## src/rtl/ftkd_pkg.sv

```systemverilog
// ftkd_pkg: shared types and constants of the filtered top-k distinct block
// no dependencies; used by the interfaces, the cell, the chain and the top level
`default_nettype none

package ftkd_pkg;

  localparam int TOP_K     = 10;
  localparam int KEY_W     = 64;
  localparam int PLAT_W    = 8;
  localparam int RATE_W    = 10;
  localparam int YEAR_W    = 12;
  localparam int RANK_W    = 4;
  localparam int CNT_W     = $clog2(TOP_K + 1);
  localparam int IDX_W     = (TOP_K > 1) ? $clog2(TOP_K) : 1;

  localparam logic [YEAR_W-1:0] MIN_YEAR_RESET = YEAR_W'(2004);

  localparam logic KIND_OFFER  = 1'b0;
  localparam logic KIND_REPORT = 1'b1;

  typedef struct packed {
    logic [KEY_W-1:0]  title;
    logic [PLAT_W-1:0] plat;
    logic [RATE_W-1:0] rating;
    logic [YEAR_W-1:0] year;
  } entry_t;

  // status a cell hands to the cell below it
  typedef struct packed {
    logic ge;           // cell holds an entry rated at least the offered rating
    logic match_above;  // title hit in this cell or any cell above
  } link_t;

  typedef enum logic [1:0] {
    ST_IDLE = 2'b01,
    ST_RPT  = 2'b10
  } state_t;

endpackage

`default_nettype wire

```

## src/rtl/ftkd_in_if.sv

```systemverilog
// ftkd_in_if: input channel, valid/ready plus one record or report request
// depends on ftkd_pkg for field widths
`default_nettype none

interface ftkd_in_if;
  logic                       valid;
  logic                       ready;
  logic                       kind;
  logic [ftkd_pkg::KEY_W-1:0]  title_key;
  logic [ftkd_pkg::PLAT_W-1:0] platform_code;
  logic [ftkd_pkg::RATE_W-1:0] rating;
  logic [ftkd_pkg::YEAR_W-1:0] release_year;

  modport source (output valid, kind, title_key, platform_code, rating, release_year,
                  input ready);
  modport sink   (input valid, kind, title_key, platform_code, rating, release_year,
                  output ready);
endinterface

`default_nettype wire

```

## src/rtl/ftkd_out_if.sv

```systemverilog
// ftkd_out_if: result channel, valid/ready plus one ranked entry
// depends on ftkd_pkg for field widths
`default_nettype none

interface ftkd_out_if;
  logic                       valid;
  logic                       ready;
  logic [ftkd_pkg::RANK_W-1:0] rank;
  logic [ftkd_pkg::KEY_W-1:0]  out_title_key;
  logic [ftkd_pkg::PLAT_W-1:0] out_platform_code;
  logic [ftkd_pkg::RATE_W-1:0] out_rating;
  logic [ftkd_pkg::YEAR_W-1:0] out_release_year;
  logic                       entry_valid;
  logic                       last;

  modport source (output valid, rank, out_title_key, out_platform_code, out_rating,
                  out_release_year, entry_valid, last, input ready);
  modport sink   (input valid, rank, out_title_key, out_platform_code, out_rating,
                  out_release_year, entry_valid, last, output ready);
endinterface

`default_nettype wire

```

## src/rtl/ftkd_cell.sv

```systemverilog
// ftkd_cell: one list slot; keeps its entry, loads the offered record or
// takes the entry of the slot above. depends on ftkd_pkg
`default_nettype none

module ftkd_cell (
  input  wire logic            clk,
  input  wire logic            slot_valid,
  input  wire logic            upd,
  input  wire ftkd_pkg::entry_t new_ent,
  input  wire ftkd_pkg::entry_t prev_ent,
  input  wire ftkd_pkg::link_t  link_in,
  output ftkd_pkg::link_t      link_out,
  output logic                 kill,
  output ftkd_pkg::entry_t     ent
);

  ftkd_pkg::entry_t ent_r, ent_nxt;
  logic hit, load, shift;

  always_comb begin
    link_out.ge          = slot_valid && (ent_r.rating >= new_ent.rating);
    hit                  = slot_valid && (ent_r.title == new_ent.title);
    kill                 = hit && (new_ent.rating <= ent_r.rating);
    link_out.match_above = link_in.match_above || hit;
    // first slot not outranking the record takes it, slots below it move down
    // as far as the old copy of the same title
    load  = upd && !link_out.ge && link_in.ge;
    shift = upd && !link_out.ge && !link_in.ge && !link_in.match_above;
    if (load) begin
      ent_nxt = new_ent;
    end else if (shift) begin
      ent_nxt = prev_ent;
    end else begin
      ent_nxt = ent_r;
    end
  end

  always_ff @(posedge clk) begin
    ent_r <= ent_nxt;
  end

  assign ent = ent_r;

endmodule

`default_nettype wire

```

## src/rtl/ftkd_chain.sv

```systemverilog
// ftkd_chain: row of TOP_K list cells and the entry count
// depends on ftkd_pkg and ftkd_cell
`default_nettype none

module ftkd_chain (
  input  wire logic                        clk,
  input  wire logic                        rst_n,
  input  wire logic                        offer_fire,
  input  wire ftkd_pkg::entry_t            new_ent,
  input  wire logic [ftkd_pkg::YEAR_W-1:0] min_year,
  output logic [ftkd_pkg::CNT_W-1:0]       count,
  output ftkd_pkg::entry_t                 ents [ftkd_pkg::TOP_K]
);

  logic [ftkd_pkg::CNT_W-1:0] count_r, count_nxt;
  ftkd_pkg::link_t            links [ftkd_pkg::TOP_K+1];
  logic [ftkd_pkg::TOP_K-1:0] kills;
  logic                       drop, upd;

  // virtual slot above the first cell outranks everything
  assign links[0].ge          = 1'b1;
  assign links[0].match_above = 1'b0;

  for (genvar i = 0; i < ftkd_pkg::TOP_K; i++) begin : g_cell
    ftkd_pkg::entry_t prev_ent;
    if (i == 0) begin : g_first
      assign prev_ent = new_ent;
    end else begin : g_rest
      assign prev_ent = ents[i-1];
    end
    ftkd_cell u_cell (
      .clk        (clk),
      .slot_valid (count_r > ftkd_pkg::CNT_W'(i)),
      .upd        (upd),
      .new_ent    (new_ent),
      .prev_ent   (prev_ent),
      .link_in    (links[i]),
      .link_out   (links[i+1]),
      .kill       (kills[i]),
      .ent        (ents[i])
    );
  end

  always_comb begin
    drop = (new_ent.year < min_year) || (|kills);
    upd  = offer_fire && !drop;
    count_nxt = count_r;
    // a replaced title keeps the count, a new title grows it until full
    if (upd && !links[ftkd_pkg::TOP_K].match_above &&
        (count_r < ftkd_pkg::CNT_W'(ftkd_pkg::TOP_K))) begin
      count_nxt = count_r + ftkd_pkg::CNT_W'(1);
    end
  end

  always_ff @(posedge clk) begin
    if (!rst_n) begin
      count_r <= '0;
    end else begin
      count_r <= count_nxt;
    end
  end

  assign count = count_r;

endmodule

`default_nettype wire

```

## src/rtl/filtered_top_k_distinct_top.sv

```systemverilog
// filtered_top_k_distinct_top: ranked top-k list of distinct titles with year filter
// depends on ftkd_pkg, ftkd_in_if, ftkd_out_if and ftkd_chain
//
//   channel  direction  handshake         beat
//   in_ch    in         valid/ready       offer (kind 0) or report request (kind 1)
//   out_ch   out        valid/ready       one ranked entry, last on the final one
//   cfg_*    in         write enable      min_year, taken at once
//
// an offer is placed by the cell row in the same edge it is accepted
// a report holds off input while it sends count beats (one on an empty list),
// one beat per cycle through the output register, as fast as out_ch.ready allows
// the report walks the cells through a read index, so input reopens after the
// cycle that loads the last beat
// reset empties the list and restores min_year to 2004; entry slots are not cleared
`default_nettype none

module filtered_top_k_distinct_top (
  input  wire logic                        clk,
  input  wire logic                        rst_n,
  ftkd_in_if.sink                          in_ch,
  ftkd_out_if.source                       out_ch,
  input  wire logic                        cfg_we,
  input  wire logic [ftkd_pkg::YEAR_W-1:0] cfg_wdata
);

  logic [ftkd_pkg::YEAR_W-1:0] min_year_r;
  ftkd_pkg::state_t            state_r, state_nxt;
  logic [ftkd_pkg::IDX_W-1:0]  rd_idx_r, rd_idx_nxt;
  logic                        out_vld_r, out_vld_nxt;
  ftkd_pkg::entry_t            out_ent_r, out_ent_nxt;
  logic [ftkd_pkg::RANK_W-1:0] out_rank_r, out_rank_nxt;
  logic                        out_ev_r, out_ev_nxt;
  logic                        out_last_r, out_last_nxt;

  ftkd_pkg::entry_t            new_ent;
  ftkd_pkg::entry_t            ents [ftkd_pkg::TOP_K];
  logic [ftkd_pkg::CNT_W-1:0]  count;
  logic [ftkd_pkg::CNT_W-1:0]  idx_ext;
  logic                        in_fire, offer_fire, load, is_last;

  assign in_ch.ready = (state_r == ftkd_pkg::ST_IDLE);
  assign in_fire     = in_ch.valid && in_ch.ready;
  assign offer_fire  = in_fire && (in_ch.kind == ftkd_pkg::KIND_OFFER);

  assign new_ent.title  = in_ch.title_key;
  assign new_ent.plat   = in_ch.platform_code;
  assign new_ent.rating = in_ch.rating;
  assign new_ent.year   = in_ch.release_year;

  ftkd_chain u_chain (
    .clk        (clk),
    .rst_n      (rst_n),
    .offer_fire (offer_fire),
    .new_ent    (new_ent),
    .min_year   (min_year_r),
    .count      (count),
    .ents       (ents)
  );

  always_comb begin
    idx_ext   = ftkd_pkg::CNT_W'(rd_idx_r);
    is_last   = (count == '0) || ((idx_ext + ftkd_pkg::CNT_W'(1)) == count);
    load      = (state_r == ftkd_pkg::ST_RPT) && (!out_vld_r || out_ch.ready);
    state_nxt    = state_r;
    rd_idx_nxt   = rd_idx_r;
    out_vld_nxt  = out_vld_r && !out_ch.ready;
    out_ent_nxt  = out_ent_r;
    out_rank_nxt = out_rank_r;
    out_ev_nxt   = out_ev_r;
    out_last_nxt = out_last_r;
    case (state_r)
      ftkd_pkg::ST_IDLE: begin
        if (in_fire && (in_ch.kind == ftkd_pkg::KIND_REPORT)) begin
          state_nxt  = ftkd_pkg::ST_RPT;
          rd_idx_nxt = '0;
        end
      end
      ftkd_pkg::ST_RPT: begin
        if (load) begin
          out_vld_nxt = 1'b1;
          out_last_nxt = is_last;
          if (count == '0) begin
            out_ent_nxt  = '0;
            out_rank_nxt = '0;
            out_ev_nxt   = 1'b0;
          end else begin
            out_ent_nxt  = ents[rd_idx_r];
            out_rank_nxt = ftkd_pkg::RANK_W'(idx_ext + ftkd_pkg::CNT_W'(1));
            out_ev_nxt   = 1'b1;
          end
          rd_idx_nxt = rd_idx_r + ftkd_pkg::IDX_W'(1);
          if (is_last) begin
            state_nxt = ftkd_pkg::ST_IDLE;
          end
        end
      end
      default: begin
        state_nxt = ftkd_pkg::ST_IDLE;
      end
    endcase
  end

  always_ff @(posedge clk) begin
    if (!rst_n) begin
      state_r    <= ftkd_pkg::ST_IDLE;
      out_vld_r  <= 1'b0;
      min_year_r <= ftkd_pkg::MIN_YEAR_RESET;
    end else begin
      state_r   <= state_nxt;
      out_vld_r <= out_vld_nxt;
      if (cfg_we) begin
        min_year_r <= cfg_wdata;
      end
    end
  end

  always_ff @(posedge clk) begin
    rd_idx_r   <= rd_idx_nxt;
    out_ent_r  <= out_ent_nxt;
    out_rank_r <= out_rank_nxt;
    out_ev_r   <= out_ev_nxt;
    out_last_r <= out_last_nxt;
  end

  assign out_ch.valid             = out_vld_r;
  assign out_ch.rank              = out_rank_r;
  assign out_ch.out_title_key     = out_ent_r.title;
  assign out_ch.out_platform_code = out_ent_r.plat;
  assign out_ch.out_rating        = out_ent_r.rating;
  assign out_ch.out_release_year  = out_ent_r.year;
  assign out_ch.entry_valid       = out_ev_r;
  assign out_ch.last              = out_last_r;

  a_count_range: assert property (@(posedge clk) disable iff (!rst_n)
    count <= ftkd_pkg::CNT_W'(ftkd_pkg::TOP_K))
    else $error("entry count above list size");

  a_count_frozen: assert property (@(posedge clk) disable iff (!rst_n)
    (state_r == ftkd_pkg::ST_RPT) |=> $stable(count))
    else $error("list changed during a report");

  a_empty_is_last: assert property (@(posedge clk) disable iff (!rst_n)
    (out_vld_r && !out_ev_r) |-> out_last_r)
    else $error("empty-list beat without last");

  a_last_ends_report: assert property (@(posedge clk) disable iff (!rst_n)
    (load && is_last) |=> (state_r == ftkd_pkg::ST_IDLE))
    else $error("report did not end after its last beat");

endmodule

`default_nettype wire

```

## src/flat_wrapper.sv

```systemverilog
// flat-port wrapper written by rule: the top's interface ports become plain ports
module filtered_top_k_distinct_top_flat 
  (clk, rst_n, cfg_we, cfg_wdata, in_ch_valid, in_ch_kind, in_ch_title_key, in_ch_platform_code, in_ch_rating, in_ch_release_year, in_ch_ready, out_ch_valid, out_ch_rank, out_ch_out_title_key, out_ch_out_platform_code, out_ch_out_rating, out_ch_out_release_year, out_ch_entry_valid, out_ch_last, out_ch_ready);
  ftkd_in_if in_ch_i ();
  ftkd_out_if out_ch_i ();
  input  wire logic clk;
  input  wire logic rst_n;
  input  wire logic cfg_we;
  input  wire logic [ftkd_pkg::YEAR_W-1:0] cfg_wdata;
  input wire logic [$bits(in_ch_i.valid)-1:0] in_ch_valid;
  input wire logic [$bits(in_ch_i.kind)-1:0] in_ch_kind;
  input wire logic [$bits(in_ch_i.title_key)-1:0] in_ch_title_key;
  input wire logic [$bits(in_ch_i.platform_code)-1:0] in_ch_platform_code;
  input wire logic [$bits(in_ch_i.rating)-1:0] in_ch_rating;
  input wire logic [$bits(in_ch_i.release_year)-1:0] in_ch_release_year;
  output wire logic [$bits(in_ch_i.ready)-1:0] in_ch_ready;
  output wire logic [$bits(out_ch_i.valid)-1:0] out_ch_valid;
  output wire logic [$bits(out_ch_i.rank)-1:0] out_ch_rank;
  output wire logic [$bits(out_ch_i.out_title_key)-1:0] out_ch_out_title_key;
  output wire logic [$bits(out_ch_i.out_platform_code)-1:0] out_ch_out_platform_code;
  output wire logic [$bits(out_ch_i.out_rating)-1:0] out_ch_out_rating;
  output wire logic [$bits(out_ch_i.out_release_year)-1:0] out_ch_out_release_year;
  output wire logic [$bits(out_ch_i.entry_valid)-1:0] out_ch_entry_valid;
  output wire logic [$bits(out_ch_i.last)-1:0] out_ch_last;
  input wire logic [$bits(out_ch_i.ready)-1:0] out_ch_ready;
  assign in_ch_i.valid = in_ch_valid;
  assign in_ch_i.kind = in_ch_kind;
  assign in_ch_i.title_key = in_ch_title_key;
  assign in_ch_i.platform_code = in_ch_platform_code;
  assign in_ch_i.rating = in_ch_rating;
  assign in_ch_i.release_year = in_ch_release_year;
  assign in_ch_ready = in_ch_i.ready;
  assign out_ch_valid = out_ch_i.valid;
  assign out_ch_rank = out_ch_i.rank;
  assign out_ch_out_title_key = out_ch_i.out_title_key;
  assign out_ch_out_platform_code = out_ch_i.out_platform_code;
  assign out_ch_out_rating = out_ch_i.out_rating;
  assign out_ch_out_release_year = out_ch_i.out_release_year;
  assign out_ch_entry_valid = out_ch_i.entry_valid;
  assign out_ch_last = out_ch_i.last;
  assign out_ch_i.ready = out_ch_ready;
  filtered_top_k_distinct_top u_core (.clk(clk), .rst_n(rst_n), .in_ch(in_ch_i), .out_ch(out_ch_i), .cfg_we(cfg_we), .cfg_wdata(cfg_wdata));
endmodule
```

## config.mk

```make
export PLATFORM = sky130hd
export DESIGN_NAME = filtered_top_k_distinct_top_flat
export DESIGN_NICKNAME = d
export VERILOG_FILES = /design/src/rtl/ftkd_pkg.sv /design/src/rtl/ftkd_in_if.sv /design/src/rtl/ftkd_out_if.sv /design/src/rtl/ftkd_cell.sv /design/src/rtl/ftkd_chain.sv /design/src/rtl/filtered_top_k_distinct_top.sv /design/src/flat_wrapper.sv
export SDC_FILE = /design/constraint.sdc
export NUM_CORES = 2
export LEC_CHECK = 0
export BUFFER_PORTS_ARGS = -buffer_cell sky130_fd_sc_hd__buf_4
export CORE_MARGIN = 4
export CORE_UTILIZATION = 30
export DETAILED_ROUTE_END_ITERATION = 6
export PLACE_DENSITY = 0.51
export SYNTH_ARGS = -nofsm -noshare
export SYNTH_HDL_FRONTEND = slang
export SYNTH_SLANG_ARGS = --single-unit
```

## constraint.sdc

```tcl
create_clock -name clk -period 25.2 [get_ports clk]
set_input_delay 3.78 -clock clk [delete_from_list [all_inputs] [get_ports clk]]
set_output_delay 3.78 -clock clk [all_outputs]
set_load 0.02 [all_outputs]
```

# Word level (Yosys, flattened, before mapping)
# Cells that the tools add are included.
op_classes:
  n_addsub: 2
  n_lt_le_gt_ge: 33
  eq_ne: 16
  mux: 31
  n_bitwise: 2
  reduce_logical: 125
op_table:
  columns: ["op", "count"]
  rows:
  - ["94-bit 2-to-1 mux", 20]
  - ["64-bit equality test", 10]
  - ["94-bit binary-select mux with 4-bit select", 1]
  - ["10-bit >= comparator", 10]
  - ["10-bit less-or-equal comparator", 10]
  - ["1-bit logical AND", 75]
  - ["1-bit zero test", 23]
  - ["2-bit nonzero test", 10]
  - ["4-bit by 3-bit greater-than comparator with 1-bit output (second input constant)", 4]
  - ["1-bit logical OR", 12]
  - ["12-bit less-than comparator", 1]
  - ["10-bit OR reduction", 1]
  - ["4-bit by 1-bit adder with 4-bit output (second input constant)", 2]
  - ["4-bit by 1-bit greater-than comparator with 1-bit output (second input constant)", 2]
  - ["4-bit by 2-bit greater-than comparator with 1-bit output (second input constant)", 2]
  - ["4-bit greater-than comparator (second input constant)", 2]
  - ["4-bit 2-to-1 mux", 2]
  - ["4-bit one-hot mux with 2 select lines", 1]
  - ["2-bit 2-to-1 mux", 3]
  - ["3-bit AND reduction", 2]
  - ["5-bit >= comparator (second input constant)", 1]
  - ["4-bit inverter with 5-bit output", 1]
  - ["4-bit equality test", 1]
  - ["4-bit zero test", 1]
  - ["other kinds (9)", 12]
word_totals:
  reg_bits: 1063
  input_bits: 112
  output_inout_bits: 102
  wordCells: 261

# Logic depth before layout (Yosys ltp)
logic_depth:
  depth_word: 14
  mapped_depth: 15
  depth_no_buf: 12

# By module
# Synthesis repeated with hierarchy kept, for this count alone.
hier_totals:
  hier_cells: 4746
  area_unflattened_um2: 66917.9
modules_own_cells:
  columns: ["mod", "instances", "cells_each", "area_each_um2", "seq_area_each_um2"]
  rows:
  - ["ftkd_cell", 10, 338, 5308.8, 2822.7]
  - ["filtered_top_k_distinct_top", 1, 1271, 13115.1, 3423.3]
  - ["ftkd_chain", 1, 95, 714.4, 80.1]

# Worst setup path after synthesis
# OpenSTA, ideal clock, no wires.
synth_timing:
  path_type: "input port to flip-flop"
  startpoint: "input in_ch_rating[0]"
  endpoint: "register u_core.u_chain.g_cell[6].u_cell.ent_r (netlist bit u_core.u_chain.g_cell[6].u_cell.ent[0]), enable pin"
  setup_ns: 0.686
  arrival_time_ns: 12.696
  required_ns: 24.514
  setup_slack_ns: 11.817
  cell_stages: 10
  n_path_buf: 1
  path_cell_list: "clkbuf_1 -> inv_1 -> ha_1 -> and4_1 -> a222oi_1 -> or3_1 -> nor4b_4 -> and4_4 -> nand2_1 -> a211oi_1"
synth_via:
  elab_chain_cells: 10
  elab_cells_between_ends: 35
  classes_between: "12 x order compare; 23 x reduce/logical"
synth_rtl:
  columns: ["element", "line", "text"]
  rows:
  - ["start: declaration", "flat_wrapper.sv:14", "input wire logic [$bits(in_ch_i.rating)-1:0] in_ch_rating;"]
  - ["10-bit less-or-equal comparator", "ftkd_cell.sv:23", "kill = hit && (new_ent.rating <= ent_r.rating);"]
  - ["1-bit logical AND", "ftkd_cell.sv:23", null]
  - ["10-bit OR reduction", "ftkd_chain.sv:45", "drop = (new_ent.year < min_year) || (|kills);"]
  - ["1-bit logical OR", "ftkd_chain.sv:45", null]
  - ["1-bit zero test", "ftkd_chain.sv:46", "upd = offer_fire && !drop;"]
  - ["1-bit logical AND", "ftkd_chain.sv:46", null]
  - ["1-bit logical AND", "ftkd_cell.sv:27, ftkd_cell.sv:28", null]
  - ["1-bit logical AND (2 in a row)", "ftkd_cell.sv:28", "shift = upd && !link_out.ge && !link_in.ge && !link_in.match_above;"]
  - ["2-bit nonzero test (no line) (*)", null, null]
  - ["end signal: assignment", "ftkd_cell.sv:39", "ent_r <= ent_nxt;"]
  - ["end: declaration", "ftkd_cell.sv:17", "ftkd_pkg::entry_t ent_r, ent_nxt;"]
# Mark *: on every way between the ends. The rest lies on a longest branch, timed or not.
# A chain may end at the register's enable or synchronous reset.

==> results.cfg <==
[sta]
min_period_over_period_pct = 36.4
grt_setup_unrepaired = false
clock.fmax_mhz = 109
finalMaxSlewViolations = 0
setup_viol = 0
max_slew_margin_pct = 8.32
fin_crit_ns = 9.17
finalHoldViolations = 0
setup_tns_ns = 0
finalClockSkew_ns = 0.0428
tightest_slew_ns = 1.36

[global_routing]
grt_overflow = 0
track_usage_pct = 23.7
grt_antenna_before_repair = 35
grt_pass1_wl_microns = 346000
grt_max_degree = 106
grt_pass1_vias = 38300

[placement]
port_buffers = 213
dp_cells = 6891
hpwl_microns = 182000
globalplace.congestion = 1.05
dpl-instance-area_sq_um = 65400

[critical_path]
path_common_cell = buf_4
arrival_ns = 9.68
cp_max_fo = 52
slowest_delay_ns = 1.08
critical-path-slowest-cell = nor4_1
critPathRequiredTime_ns = 25.72
endpoint_kind = flip-flop
path_class = input pin to flip-flop
critical_path.cell_chain = buf_4, xor2_1, nor4_1, nand4_1, nor4_1, o211ai_1, o211a_1, and4_4, nand4b_1, buf_4, buf_4, mux2_2
startpoint_type = input pin

[power_and_ir_drop]
ir_drop_mv = 0.0411
power_frac_comb_pct = 11.1
p_switching_mw = 1.19
seq_power_share_pct = 46.0
p_clk_share_pct = 42.9
power_density_nw_per_um2 = 63.6
switching_share_pct = 26.9
internal_power_mw = 3.23
total_leakage_power_nw = 23.5

[detailed_routing]
via_count = 39700
drtIter0Drc = 4931
antenna_left = 0
routedWlPerCell_microns = 35.9
detail_route.first_pass.iterations = 6
drcViolationCount = 0
vias_per_cell = 5.56
wirelength_microns = 257000

[clock_tree]
numClockSinks = 1063
h-tree-depth = 4
clk_path_buf_depth = 3
postCtsSetupRepairBufs = 0
clockRootBuffer = clkbuf_16
clkTransAtPathRegs_ns = 0.07
clk_latency_ns = 0.80
cts_hold_buf = 0
cts_buffers = 130
cts_tree = yes
post_cts_resized = 0

[logic_synthesis]
ys_async_sr_fraction_pct = 0
synth_warnings = 0
synth_nets = 4480
ys.flop_type = edfxtp_1
seq_area_frac_synth_pct = 51.8
synth-seq-cells = 1063
avgSynthCellArea_sq_um = 14.4
netlist_area_sq_um = 61300
synth_edf_count = 1044
synth_cells = 4252
synth_cell_types = 73

[status]
status = completed

[die]
initial_utilization_pct = 30.2
die-height_microns = 460
dieArea_sq_um = 212000
dieWidth_microns = 460
rows = 165
core-area_sq_um = 203000
io_pins = 214

[cells_and_area]
utilization_pct = 34.3
fin_cells = 7141
final_nets = 4579
drive_above_1_share_pct = 33.6
area_growth_syn_to_layout_pct = 13.5
fin_area_sq_um = 69600

[hold_path]
hold_class = flip-flop to flip-flop

[flow_run]
max_cap_viol_count = 0
power by group through the flow:
stage | Combinational, mW | Clock, mW | Sequential [mW]
2_1_floorplan | 0.260 | 0 | 2.07
3_3_place_gp | 0.484 | 0 | 2.07
6_report | 0.492 | 1.90 | 2.04
5_1_grt | 0.507 | 2.00 | 2.04
3_5_place_dp | 0.483 | 0 | 2.07
4_1_cts | 0.485 | 1.94 | 2.04
worst max-delay path: cells and delay by family:
kind	cells	cell delay, ns
XOR/XNOR	1	0.22
AND/OR/NAND/NOR	5	2.52
buffers and inverters	3	1.92
AO/OA/AOI/OAI	2	0.57
multiplexers	1	0.42
placed cells by master (no fill, tap or decap), types with 20 or more instances in the layout:
master and n:
edfxtp_1 1044, mux2_2 748, xnor2_1 320, xor2_1 293, buf_4 287, mux2i_1 207, mux4_2 188, inv_1 161
clkbuf_16 134, nor2_1 126, ha_1 116, nand4_1 111, o22a_1 96, nor4_1 93, mux2_4 57, nand2_1 43
mux2_1 30, a21oi_1 28, clkinv_1 27, clkbuf_1 27, nand3_1 26, o21ai_0 25, nand2b_1 20
cell families after synthesis:
| family | synth area share [%] |
|---|---|
| simple gates | 4.35 |
| buf+inv | 3.69 |
| xor+xnor | 8.76 |
| mux | 26.0 |
| compound gates | 3.08 |
| flops | 51.8 |
| fa+ha+maj | 2.37 |
metrics by stage:
stage          total power, mW  hold WS, ns  setup WS, ns
2_1_floorplan             2.33        0.459         11.82
3_3_place_gp              2.56        0.471         15.09
3_5_place_dp              2.56        0.483         15.15
4_1_cts                   4.46        0.493         16.01
5_1_grt                   4.55        0.521         15.94
6_report                  4.43        0.482         16.03
cell usage after synthesis, types with 22 or more instances:
| cell type | instances | area [sq um] |
|---|---|---|
| edfxtp_1 | 1044 | 31400 |
| mux2_2 | 748 | 8420 |
| xnor2_1 | 320 | 2800 |
| xor2_1 | 293 | 2570 |
| mux2i_1 | 207 | 2070 |
| mux4_2 | 188 | 4230 |
| inv_1 | 161 | 604 |
| clkbuf_1 | 144 | 541 |
| nor2_1 | 132 | 495 |
| ha_1 | 116 | 1450 |
| nand4_1 | 111 | 694 |
| nor4_1 | 98 | 613 |
| o22a_1 | 96 | 841 |
| buf_2 | 94 | 470 |
| mux2_4 | 57 | 856 |
| nand2_1 | 44 | 165 |
| buf_1 | 40 | 150 |
| a21oi_1 | 30 | 150 |
| mux2_1 | 30 | 338 |
| nand3_1 | 26 | 130 |
| o21ai_0 | 25 | 125 |
| nor3_1 | 22 | 110 |
area by class of cell:
cell class / count / area (sq um)
Antenna cell: 16 / 40.0
Clock buffer: 161 / 3450
Clock inverter: 73 / 687
Fill cell: 19800 / 133000
Inverter: 161 / 604
Multi-Input combinational cell: 2704 / 27500
Sequential cell: 1063 / 31700
Tap cell: 2672 / 3340
Timing Repair Buffer: 291 / 2230
state kept, by name, indices dropped and copies added (netlist names):
signal and flops:
u_core.out_ch.valid 1, u_core.out_ch.out_release_year 12, u_core.out_ch.out_rating 10, u_core.u_chain.count 4
u_core.out_ch.rank 4, u_core.min_year_r 12, u_core.idx_ext 4, u_core.out_ch.out_platform_code 8
u_core.state_r 2, u_core.out_ch.last 1, u_core.out_ch.entry_valid 1, u_core.u_chain.g_cell.u_cell.ent 940
u_core.out_ch.out_title_key 64
layer usage:
metal / share of wire, % / track usage (%) / vias up
met2: 43 / 34.7 / 1845
met1: 43 / 32.8 / 21000
met5: 0.028 / 0 / -
met4: 4.9 / 10.6 / 10
met3: 8.6 / 6.04 / 396
li1: - / - / 16500
worst paths after layout:
check             cells after the start                                    start                                      end  slack [ns]
setup / recovery                     12                      in_ch_title_key[22]  u_core.u_chain.g_cell[9].u_cell.ent[75]       16.03
hold / removal                        2                     u_core.min_year_r[2]                     u_core.min_year_r[2]        0.48
setup reg to reg                     11  u_core.u_chain.g_cell[0].u_cell.ent[52]  u_core.u_chain.g_cell[9].u_cell.ent[75]       18.86
hold reg to reg                       2                     u_core.min_year_r[2]                     u_core.min_year_r[2]        0.48
(Power assumes the default switching activity.)
